[config.mk]
export PLATFORM = sky130hd
export DESIGN_NAME = double_ended_queue
export DESIGN_NICKNAME = d
export VERILOG_FILES = /design/src/rtl/core/dedq_pkg.sv /design/src/rtl/core/dedq_ram.sv /design/src/rtl/core/dedq_ctrl.sv /design/src/rtl/core/dedq_dp.sv /design/src/rtl/core/double_ended_queue.sv
export SDC_FILE = /design/constraint.sdc
export NUM_CORES = 1
export LEC_CHECK = 0
export BUFFER_PORTS_ARGS = -buffer_cell sky130_fd_sc_hd__buf_4
export CORE_ASPECT_RATIO = 0.7
export CORE_MARGIN = 10
export CORE_UTILIZATION = 55
export DETAILED_ROUTE_END_ITERATION = 7
export HOLD_SLACK_MARGIN = 0.03
export PLACE_DENSITY = 0.72
export RECOVER_POWER = 50
export SLEW_MARGIN = 20
export SYNTH_ARGS = -nofsm -noshare
export SYNTH_HDL_FRONTEND = slang
export SYNTH_SLANG_ARGS = --single-unit
[constraint.sdc]
create_clock -name i_clk -period 4.7 [get_ports i_clk]
set_input_delay 0.47 -clock i_clk [delete_from_list [all_inputs] [get_ports i_clk]]
set_output_delay 0.47 -clock i_clk [all_outputs]
set_load 0.01 [all_outputs]
[src/rtl/core/dedq_pkg.sv]
// package for the double-ended queue: opcodes, widths, fsm states and control structs
`timescale 1ns / 1ps

package dedq_pkg;

    // default sizes handed to the top level parameters
    localparam int DEFAULT_CAPACITY   = 16;
    localparam int DEFAULT_VALUE_BITS = 32;

    // port field widths
    localparam int FUNC_W     = 3;
    localparam int IN_DATA_W  = 32;
    localparam int POP_W      = 32;
    localparam int COUNT_W    = 5;
    localparam int OUT_DATA_W = 40;

    // operation codes carried in the input tuser
    typedef enum logic [FUNC_W-1:0] {
        OP_PUSH_FRONT = 3'd0,
        OP_PUSH_BACK  = 3'd1,
        OP_POP_FRONT  = 3'd2,
        OP_POP_BACK   = 3'd3,
        OP_CLEAR      = 3'd4,
        OP_SIZE       = 3'd5
    } t_op;

    // controller states
    typedef enum logic [1:0] {
        S_IDLE,
        S_EXEC,
        S_EMIT
    } t_state;

    // controller to datapath
    typedef struct packed {
        logic latch;
        logic exec;
        logic emit;
    } t_dp_cmd;

    // datapath to controller
    typedef struct packed {
        logic out_free;
    } t_dp_status;

endpackage

[src/rtl/core/dedq_ram.sv]
// generic single-port-write, single-port-read ram with registered read data
`timescale 1ns / 1ps

module dedq_ram #(
    parameter int WIDTH = 32,
    parameter int DEPTH = 16
) (
    input  logic                     i_clk,
    input  logic                     i_we,
    input  logic [$clog2(DEPTH)-1:0] i_waddr,
    input  logic [WIDTH-1:0]         i_wdata,
    input  logic                     i_re,
    input  logic [$clog2(DEPTH)-1:0] i_raddr,
    output logic [WIDTH-1:0]         o_rdata
);

    logic [WIDTH-1:0] r_mem [DEPTH];
    logic [WIDTH-1:0] r_rdata;

    // write port
    always_ff @(posedge i_clk) begin
        if (i_we) begin
            r_mem[i_waddr] <= i_wdata;
        end
    end

    // registered read port, holds until the next read
    always_ff @(posedge i_clk) begin
        if (i_re) begin
            r_rdata <= r_mem[i_raddr];
        end
    end

    assign o_rdata = r_rdata;

endmodule

[src/rtl/core/dedq_ctrl.sv]
// controller fsm: accept a word, execute it, hand the result to the output register
`timescale 1ns / 1ps

module dedq_ctrl
    import dedq_pkg::*;
(
    input  logic       i_clk,
    input  logic       i_rst_n,
    input  logic       i_in_valid,
    output logic       o_in_ready,
    input  t_dp_status i_status,
    output t_dp_cmd    o_cmd
);

    t_state r_state;
    t_state n_state;

    // state register
    always_ff @(posedge i_clk) begin
        if (!i_rst_n) begin
            r_state <= S_IDLE;
        end else begin
            r_state <= n_state;
        end
    end

    // next state
    always_comb begin
        n_state = r_state;
        case (r_state)
            S_IDLE: begin
                if (i_in_valid) begin
                    n_state = S_EXEC;
                end
            end
            S_EXEC: begin
                n_state = S_EMIT;
            end
            S_EMIT: begin
                if (i_status.out_free) begin
                    n_state = S_IDLE;
                end
            end
            default: begin
                n_state = S_IDLE;
            end
        endcase
    end

    // outputs
    always_comb begin
        o_in_ready  = 1'b0;
        o_cmd       = '0;
        case (r_state)
            S_IDLE: begin
                o_in_ready  = 1'b1;
                o_cmd.latch = i_in_valid;
            end
            S_EXEC: begin
                o_cmd.exec = 1'b1;
            end
            S_EMIT: begin
                o_cmd.emit = i_status.out_free;
            end
            default: begin
                o_in_ready = 1'b0;
            end
        endcase
    end

endmodule

[src/rtl/core/dedq_dp.sv]
// datapath: ring pointers, element count, ring ram and the output register
`timescale 1ns / 1ps

module dedq_dp
    import dedq_pkg::*;
#(
    parameter int CAPACITY   = DEFAULT_CAPACITY,
    parameter int VALUE_BITS = DEFAULT_VALUE_BITS
) (
    input  logic                  i_clk,
    input  logic                  i_rst_n,
    input  t_dp_cmd               i_cmd,
    output t_dp_status            o_status,
    input  logic [FUNC_W-1:0]     i_func,
    input  logic [IN_DATA_W-1:0]  i_push_value,
    output logic                  o_out_valid,
    input  logic                  i_out_ready,
    output logic [OUT_DATA_W-1:0] o_out_data
);

    localparam int PW = $clog2(CAPACITY);
    localparam int CW = $clog2(CAPACITY + 1);
    localparam int SW = CW + 1;

    // latched word
    logic [FUNC_W-1:0]     r_func;
    logic [VALUE_BITS-1:0] r_value;

    // queue state
    logic [PW-1:0] r_front;
    logic [PW-1:0] n_front;
    logic [CW-1:0] r_count;
    logic [CW-1:0] n_count;

    // result flags
    logic r_pop_ok;
    logic n_pop_ok;
    logic r_empty;
    logic n_empty;
    logic r_ovf;
    logic n_ovf;

    // output register
    logic                  r_out_valid;
    logic [OUT_DATA_W-1:0] r_out_data;

    // ram ports
    logic                  w_we;
    logic [PW-1:0]         w_waddr;
    logic                  w_re;
    logic [PW-1:0]         w_raddr;
    logic [VALUE_BITS-1:0] w_rdata;

    // ring index math
    logic [SW-1:0]   w_sum_back;
    logic [SW-1:0]   w_sum_last;
    logic [PW-1:0]   w_back_idx;
    logic [PW-1:0]   w_last_idx;
    logic [PW-1:0]   w_next_front;
    logic [PW-1:0]   w_prev_front;
    logic            w_full;
    logic            w_is_empty;
    logic            w_is_pop;
    logic [POP_W-1:0] w_pop_value;

    // input value sign-extended or cut to the stored width
    logic signed [IN_DATA_W-1:0] w_in_signed;
    assign w_in_signed = signed'(i_push_value);

    // latch the accepted word
    always_ff @(posedge i_clk) begin
        if (i_cmd.latch) begin
            r_func  <= i_func;
            r_value <= VALUE_BITS'(w_in_signed);
        end
    end

    // ring offsets from the front pointer, one wrap at most
    assign w_sum_back   = SW'(r_front) + SW'(r_count);
    assign w_sum_last   = w_sum_back - SW'(1);
    assign w_back_idx   = (w_sum_back >= SW'(CAPACITY)) ?
                          PW'(w_sum_back - SW'(CAPACITY)) : PW'(w_sum_back);
    assign w_last_idx   = (w_sum_last >= SW'(CAPACITY)) ?
                          PW'(w_sum_last - SW'(CAPACITY)) : PW'(w_sum_last);
    assign w_next_front = (r_front == PW'(CAPACITY - 1)) ? '0 : r_front + PW'(1);
    assign w_prev_front = (r_front == '0) ? PW'(CAPACITY - 1) : r_front - PW'(1);
    assign w_full       = (r_count == CW'(CAPACITY));
    assign w_is_empty   = (r_count == '0);
    assign w_is_pop     = (r_func == OP_POP_FRONT) || (r_func == OP_POP_BACK);

    // operation decode
    always_comb begin
        n_front  = r_front;
        n_count  = r_count;
        n_pop_ok = 1'b0;
        n_empty  = 1'b0;
        n_ovf    = 1'b0;
        w_we     = 1'b0;
        w_waddr  = w_back_idx;
        w_re     = 1'b0;
        w_raddr  = r_front;
        case (r_func)
            OP_PUSH_FRONT: begin
                if (w_full) begin
                    n_ovf = 1'b1;
                end else begin
                    n_front = w_prev_front;
                    n_count = r_count + CW'(1);
                    w_we    = i_cmd.exec;
                    w_waddr = w_prev_front;
                end
            end
            OP_PUSH_BACK: begin
                if (w_full) begin
                    n_ovf = 1'b1;
                end else begin
                    n_count = r_count + CW'(1);
                    w_we    = i_cmd.exec;
                    w_waddr = w_back_idx;
                end
            end
            OP_POP_FRONT: begin
                if (w_is_empty) begin
                    n_empty = 1'b1;
                end else begin
                    n_pop_ok = 1'b1;
                    n_front  = w_next_front;
                    n_count  = r_count - CW'(1);
                    w_re     = i_cmd.exec;
                    w_raddr  = r_front;
                end
            end
            OP_POP_BACK: begin
                if (w_is_empty) begin
                    n_empty = 1'b1;
                end else begin
                    n_pop_ok = 1'b1;
                    n_count  = r_count - CW'(1);
                    w_re     = i_cmd.exec;
                    w_raddr  = w_last_idx;
                end
            end
            OP_CLEAR: begin
                n_front = '0;
                n_count = '0;
            end
            default: begin
                // size query and unused codes leave the state alone
                n_front = r_front;
            end
        endcase
    end

    // queue state update on execute
    always_ff @(posedge i_clk) begin
        if (!i_rst_n) begin
            r_front <= '0;
            r_count <= '0;
        end else if (i_cmd.exec) begin
            r_front <= n_front;
            r_count <= n_count;
        end
    end

    // result flags
    always_ff @(posedge i_clk) begin
        if (i_cmd.exec) begin
            r_pop_ok <= n_pop_ok;
            r_empty  <= n_empty;
            r_ovf    <= n_ovf;
        end
    end

    // ring storage
    dedq_ram #(
        .WIDTH (VALUE_BITS),
        .DEPTH (CAPACITY)
    ) u_ram (
        .i_clk   (i_clk),
        .i_we    (w_we),
        .i_waddr (w_waddr),
        .i_wdata (r_value),
        .i_re    (w_re),
        .i_raddr (w_raddr),
        .o_rdata (w_rdata)
    );

    // popped value sign-extended or cut to 32 bits, all ones otherwise
    assign w_pop_value = r_pop_ok ? POP_W'(signed'(w_rdata)) : '1;

    // output register
    always_ff @(posedge i_clk) begin
        if (!i_rst_n) begin
            r_out_valid <= 1'b0;
        end else if (i_cmd.emit) begin
            r_out_valid <= 1'b1;
        end else if (i_out_ready) begin
            r_out_valid <= 1'b0;
        end
    end

    always_ff @(posedge i_clk) begin
        if (i_cmd.emit) begin
            r_out_data <= {1'b0, COUNT_W'(r_count), r_ovf, r_empty, w_pop_value};
        end
    end

    assign o_out_valid       = r_out_valid;
    assign o_out_data        = r_out_data;
    assign o_status.out_free = !r_out_valid || i_out_ready;

    // checks on the queue state
    a_count_bound: assert property (@(posedge i_clk) disable iff (!i_rst_n)
        r_count <= CW'(CAPACITY))
        else $error("element count above capacity");

    a_front_bound: assert property (@(posedge i_clk) disable iff (!i_rst_n)
        r_front <= PW'(CAPACITY - 1))
        else $error("front pointer out of ring");

    a_pop_dec: assert property (@(posedge i_clk) disable iff (!i_rst_n)
        i_cmd.exec && w_is_pop && !w_is_empty |=> r_count == $past(r_count) - CW'(1))
        else $error("successful pop did not decrement count");

    a_clear: assert property (@(posedge i_clk) disable iff (!i_rst_n)
        i_cmd.exec && (r_func == OP_CLEAR) |=> (r_count == '0) && (r_front == '0))
        else $error("clear left state behind");

    a_flags: assert property (@(posedge i_clk) disable iff (!i_rst_n)
        i_cmd.emit |-> !(r_empty && r_ovf) && !(r_pop_ok && r_empty))
        else $error("conflicting result flags");

endmodule

[src/rtl/core/double_ended_queue.sv]
// top level of the bounded double-ended queue
//
//  channel  | dir | tdata                    | tuser      | tlast
//  ---------+-----+--------------------------+------------+------
//  s_axis   | in  | push_value[31:0]         | func[2:0]  | none
//  m_axis   | out | pop_value, was_empty,    | none       | none
//           |     | overflow, element_count  |            |
//
// each word passes through accept, execute (one ring ram access) and emit
// into the output register; a pop's value comes from the ram's registered read
// a result waiting in the output register does not block the next accept;
// the emit step waits only while the output register is full and stalled
// synchronous active-low reset clears pointer, count and output valid;
// the ring contents are not cleared and need no clearing pass
`timescale 1ns / 1ps

module double_ended_queue
    import dedq_pkg::*;
#(
    parameter int CAPACITY   = DEFAULT_CAPACITY,
    parameter int VALUE_BITS = DEFAULT_VALUE_BITS
) (
    input  logic                  i_clk,
    input  logic                  i_rst_n,
    input  logic                  s_axis_tvalid,
    output logic                  s_axis_tready,
    input  logic [IN_DATA_W-1:0]  s_axis_tdata,  // push_value[31:0]
    input  logic [FUNC_W-1:0]     s_axis_tuser,  // func[2:0]
    output logic                  m_axis_tvalid,
    input  logic                  m_axis_tready,
    output logic [OUT_DATA_W-1:0] m_axis_tdata   // pop_value[31:0], was_empty[32],
                                                 // overflow[33], element_count[38:34]
);

    t_dp_cmd    w_cmd;
    t_dp_status w_status;

    // sequencing
    dedq_ctrl u_ctrl (
        .i_clk      (i_clk),
        .i_rst_n    (i_rst_n),
        .i_in_valid (s_axis_tvalid),
        .o_in_ready (s_axis_tready),
        .i_status   (w_status),
        .o_cmd      (w_cmd)
    );

    // queue storage and result
    dedq_dp #(
        .CAPACITY   (CAPACITY),
        .VALUE_BITS (VALUE_BITS)
    ) u_dp (
        .i_clk        (i_clk),
        .i_rst_n      (i_rst_n),
        .i_cmd        (w_cmd),
        .o_status     (w_status),
        .i_func       (s_axis_tuser),
        .i_push_value (s_axis_tdata),
        .o_out_valid  (m_axis_tvalid),
        .i_out_ready  (m_axis_tready),
        .o_out_data   (m_axis_tdata)
    );

endmodule
-- Word level (Yosys, flattened, before mapping)
Memories as Yosys holds them, arrays and structs flattened. A register that Yosys moved wholly into a read port is not among the register bits.
Cells that the tools add are included.
W data, S select, Z words.
- register bits: 89
- RAM bits: 512
- input bits: 39
- output and inout port bits: 42
- logic and storage cells: 82
- memories: 1
- $add $sub $neg: 8
- $lt $le $gt $ge: 2
- equality and inequality tests: 14
- muxes and demuxes: 32
- reduce and logical (&&, ||, !) cells: 14
- memories (memory ; depth ; width ; rd ports ; clocked after Yosys merged registers in ; write ports ; line ; text):
    u_dp.u_ram.r_mem ; 16 ; 32 ; 1 ; 1 ; 1 ; dedq_ram.sv:17 ; logic [WIDTH-1:0] r_mem [DEPTH];
- operators with widths (operator ; count):
    $mux W4 ; 10
    $mux W1 ; 15
    $pmux W5 S3 ; 1
    $ge A6 B5 Y1 const B ; 2
    $pmux W4 S3 ; 1
    $sub A4 B1 Y4 const B ; 3
    $mux W5 ; 2
    $ne A2 B2 Y1 const B ; 5
    $reduce_and A4 Y1 ; 2
    $add A4 B5 Y6 ; 1
    $eq A3 B2 Y1 const B ; 2
    $pmux W2 S3 ; 1
    $reduce_bool A3 Y1 ; 2
    $sub A6 B1 Y6 const B ; 1
    $add A5 B1 Y5 const B ; 1
    $eq A5 B5 Y1 const B ; 1
    $logic_not A5 Y1 ; 1
    $sub A5 B1 Y5 const B ; 1
    $add A4 B1 Y4 const B ; 1
    $eq A4 B4 Y1 const B ; 1
    $logic_not A4 Y1 ; 1
    $mux W2 ; 2
    $reduce_or A2 Y1 ; 2
    $eq A3 B1 Y1 const B ; 1
    10 further kinds ; 10

-- Logic depth before layout (Yosys ltp)
- depth in word-level cells: 6
- gate-level depth with buffers: 11

-- Cells and area by module
A second synthesis with hierarchy kept.
- cell total of the unflattened synthesis: 1106
- area, all modules: 23885.4 sq um
- by module, submodules not included (module ; instances ; cells each ; area each (sq um) ; sequential area each (sq um)):
    dedq_ram ; 1 ; 838 ; 20155.6 ; 16335.7
    dedq_dp ; 1 ; 259 ; 3634.7 ; 2512.4
    dedq_ctrl ; 1 ; 9 ; 95.1 ; 40.0

-- Least setup slack after synthesis
No wires, ideal clock.
- path type: reg2reg
- start: register u_dp.r_count[1]
- end: memory u_dp.u_ram.r_mem[4][0] (enable)
- library setup time: 0.421 ns
- arrival time: 3.116 ns
- data required time: 4.279 ns
- slack: 1.163 ns
- stages on the path, launching flop included: 8
- path buffers: 0
- period minus slack after synthesis: 3.537 ns
- path through: dfxtp_1 -> ha_1 -> a21o_1 -> a21oi_1 -> xnor3_1 -> o21ai_0 -> nand2_1 -> nor2_1
- word-level cells in the longest chain between the ends: 5
- ends and longest elaborated chain (element ; line ; text):
    from (decl) ; dedq_dp.sv:32 ; logic [CW-1:0] r_count;
    from (signal assigned) ; dedq_dp.sv:161 ; r_count <= n_count;
    $add A4 B5 Y6 or $eq A5 B5 Y1 (tied branches) ; dedq_dp.sv:79, dedq_dp.sv:87 ;
    $ge A6 B5 Y1, or another cell as far along ; dedq_dp.sv:81 ; assign w_back_idx = (w_sum_back >= SW'(CAPACITY)) ?
    $mux W4 or $mux W1 (tied branches) ; n/a ;
    $mux W4 or $mux W1 (tied branches) ; dedq_dp.sv:104, dedq_ram.sv:22 ;
    $mux W4 or $mux W1 (tied branches) ; n/a ;
    to (decl) ; dedq_ram.sv:17 ;
Parallel ways exist; a longest one is shown, timed or not.

-- Worst setup path in the final report
- start: register u_dp.r_count[0]
- end: register u_dp.u_ram.r_rdata[11] (netlist: u_dp.u_ram.o_rdata[11]) (read register of u_dp.u_ram.r_mem) (data pin)
- word-level cells in the longest chain between the ends: 6
- ends and longest elaborated chain (element ; line ; text):
    $add A4 B5 Y6 ; dedq_dp.sv:79 ; assign w_sum_back = SW'(r_front) + SW'(r_count);
    $sub A6 B1 Y6 ; dedq_dp.sv:80 ; assign w_sum_last = w_sum_back - SW'(1);
    $ge A6 B5 Y1 or $sub A4 B1 Y4 (tied branches) ; dedq_dp.sv:83, dedq_dp.sv:84 ;
    $mux W4 ; dedq_dp.sv:83 ; assign w_last_idx = (w_sum_last >= SW'(CAPACITY)) ?
    $mux W4 ; dedq_dp.sv:134 ; if (w_is_empty) begin
    $mux W4 ; n/a ;
    to (decl) ; dedq_ram.sv:18 ; logic [WIDTH-1:0] r_rdata;
Parallel ways exist; a longest one is shown, timed or not.
A chain may end at the register's enable or synchronous reset.

==> results.toml <==
[yosys]
ys_types = 56
synthCells = 1508
netlist_area_mm2 = 0.0246
synth_top_area_cell = "edfxtp_1"
synth_area_leaders = "edfxtp_1 76%, mux2i_1 4.1%, nand2_1 3.3%"
ys_async_sr_fraction_pct = 0
syn_area_per_cell_um2 = 16.3
synthFlopType = "edfxtp_1"
synth-edff-count = 621
syn-num-nets = 1558
synth_top_area_share_pct = 75.9
ys_seq_elements = 633
yosys_warnings = 0
synth_seq_area_share_pct = 76.9

[run_status]
failed_checks = "capacitance limit, slew limit"
status = "complete, but fails checks"

[floorplan]
die_w_um = 273
start_util_pct = 56.0
core.rowCount = 64
die_area_mm2 = 0.0536
fp.coreArea_mm2 = 0.0439
dieHeight_um = 197
io_pins = 81

[setup_path]
r2r_start = "u_dp.r_count[0]"
crit_type = "reg2reg"
crit_start = "u_dp.r_count[0]"
start_kind = "flop"
endpoint_kind = "flop"
regToRegSetupSlack_ns = 0.65
path_max_fanout = 20
reg2reg_to = "u_dp.u_ram.o_rdata[11]"
ff2ff_path_depth = 10
crit_required_ns = 5.03
worstPathArrival_ns = 4.39
crit_end = "u_dp.u_ram.o_rdata[11]"

[clock_tree]
cts_max_path_buffers = 3
cts_root_buf = "clkbuf_16"
clock_latency_ns = 0.60
clkTransAtPathRegs_ns = 0.06
postCtsSetupBuffers = 0
clock-sinks = 633
ctsResizeCount = 0
htree_levels = 2
cts_tree = "yes"
cts_hold_buf = 13
numCtsBuffers = 57

[layout]
mostFrequentLayoutCells = "621 x edfxtp_1, 215 x nand2_1, 98 x mux2i_1, 72 x a21oi_1, 70 x a32oi_1"
finalCoreUtilization_pct = 63.7
area_growth_pct = 13.9
layout.nets = 1660
diodes = 0
final_common_cell = "edfxtp_1"
drive_above_1_share_pct = 12.1

[global_routing]
antenna_found_initial = 0
grt_pass1_wl_um = 88200
grt_start_max_net_pins = 69
overflow = 0
grt.total_usage_pct = 21.7
grt_pass1_vias = 13500

[routing]
drt_iter0_markers = 1771
drt.antenna.violating_nets = 0
totalWireLength_um = 59500
via_per_inst = 6.28
drcViolationCount = 0
routedWlPerCell_um = 26.4
first_pass_iters = 5
via_count = 14100

[sta]
finalMaxSlewViolations = 22
grt_setup_unrepaired = "no"
hold_viol_final = 0
slew_headroom_pct = -35.1
finClkSkew_ns = 0.0211
fmax_mhz = 247
setup_tns_ns = 0
setup_viol = 0
layout_worst_path_cycle_share_pct = 86.3
min_period_ns = 4.05
worst_pin_slew_ns = 2.02

[run]
maxCapViolCount = 1

[power]
ir_worst_vdd_v = 0.000289
leakage_nw = 9.76
powerDensity_mw_per_mm2 = 410

[placed_design]
place_congestion = 0.814
dp_hpwl_um = 32000
io_buffer_count = 79

[worst_hold_path]
hp-class = "in2reg"
min_from = "s_axis_tdata[0]"
critical path, stage by stage (launching register included):
cell,delay (ns)
dfxtp_1,0.41
ha_1,0.28
fa_1,0.51
inv_1,0.07
ha_1,0.21
xnor3_1,0.42
a2111oi_0,0.71
a31o_2,0.58
buf_12,0.25
a32oi_1,0.08
a32o_1,0.28
layer usage:
layer | routed length [um] | vias up | global-route usage [%]
met5 | 0 | - | 0
met4 | 1200 | 0 | 5.71
met2 | 27000 | 771 | 32.5
met1 | 25900 | 7118 | 32.9
li1 | - | 6163 | -
met3 | 5530 | 86 | 3.37
worst min-delay path by stage:
| stage | to | slack [ns] | cells past startpoint |
|---|---|---|---|
| global route | u_dp.r_value[10] | 0.06 | 1 |
| finish | u_dp.r_value[0] | 0.07 | 1 |
| floorplan | u_dp.o_out_data[32] | 0.40 | 0 |
| CTS | u_dp.r_value[27] | 0.03 | 1 |
| global placement | u_dp.o_out_data[32] | 0.41 | 0 |
| detailed placement | u_dp.o_out_data[33] | 0.42 | 0 |
synth_stat cells, types with 5 or more instances:
cell,number
a2111oi_0,26
a2111oi_2,8
a211oi_1,36
a21oi_1,72
a22oi_1,26
a32o_1,32
a32oi_1,70
and3_1,35
buf_2,44
clkbuf_1,43
dfxtp_1,12
edfxtp_1,621
ha_1,9
inv_1,8
mux2i_1,100
nand2_1,216
nand2b_1,39
nand3_1,5
nor2_1,30
nor2b_1,6
nor3_1,5
o21ai_0,7
final cells by class:
class                      count  area [um^2]
clock inverter                28          292
clock buffer                  78         1540
sequential                   633        18900
fill                        3080        15900
inverter                       8         30.0
timing repair buffer         138         1090
tap                          594          743
multi-input combinational    772         5390
report_power, final:
part | internal, mW | switching [mW] | total [mW] | leakage (nW)
registers | 6.27 | 0.0906 | 6.36 | 5.70
logic | 0.196 | 0.324 | 0.520 | 3.18
clock network | 2.61 | 1.97 | 4.59 | 0.891
total | 9.07 | 2.39 | 11.5 | 9.76
stage by stage:
stage / area, um^2 / instances / power (mW) / setup WS (ns) / hold WS, ns
finish: 28000 / 2251 / 11.5 / 0.646 / 0.0735
global route: 28000 / 2251 / 11.8 / 0.484 / 0.0600
floorplan: 24600 / 1508 / 6.77 / 1.16 / 0.400
detailed placement: 26200 / 2132 / 6.99 / 0.662 / 0.418
global placement: 26200 / 2132 / 6.97 / 0.875 / 0.407
CTS: 28100 / 2251 / 11.5 / 0.659 / 0.0306
sequential cells by signal, indices dropped and copies added (netlist names), 2 cells and up:
register,count
u_dp.r_count,5
u_dp.r_front,4
u_dp.u_ram.o_rdata,32
u_dp.o_out_data,39
u_dp.r_value,32
u_dp.u_ram.r_mem,512
u_ctrl.r_state,2
u_dp.r_func,3
logic make-up (layout without fill, tap and decap cells):
| group | Yosys count | after routing | share of synthesized area [%] |
|---|---|---|---|
| AO/OA/AOI/OAI | 299 | 299 | 9.46 |
| flip-flops | 633 | 633 | 76.9 |
| buffers and inverters | 103 | 252 | 1.87 |
| other | 1 | 1 | 0.0153 |
| multiplexers | 103 | 103 | 4.23 |
| AND/OR/NAND/NOR | 351 | 351 | 6.48 |
| XOR/XNOR | 7 | 7 | 0.423 |
| adder cells (fa/ha/maj) | 11 | 11 | 0.621 |
Note: power is estimated with default switching activity, not from simulation.
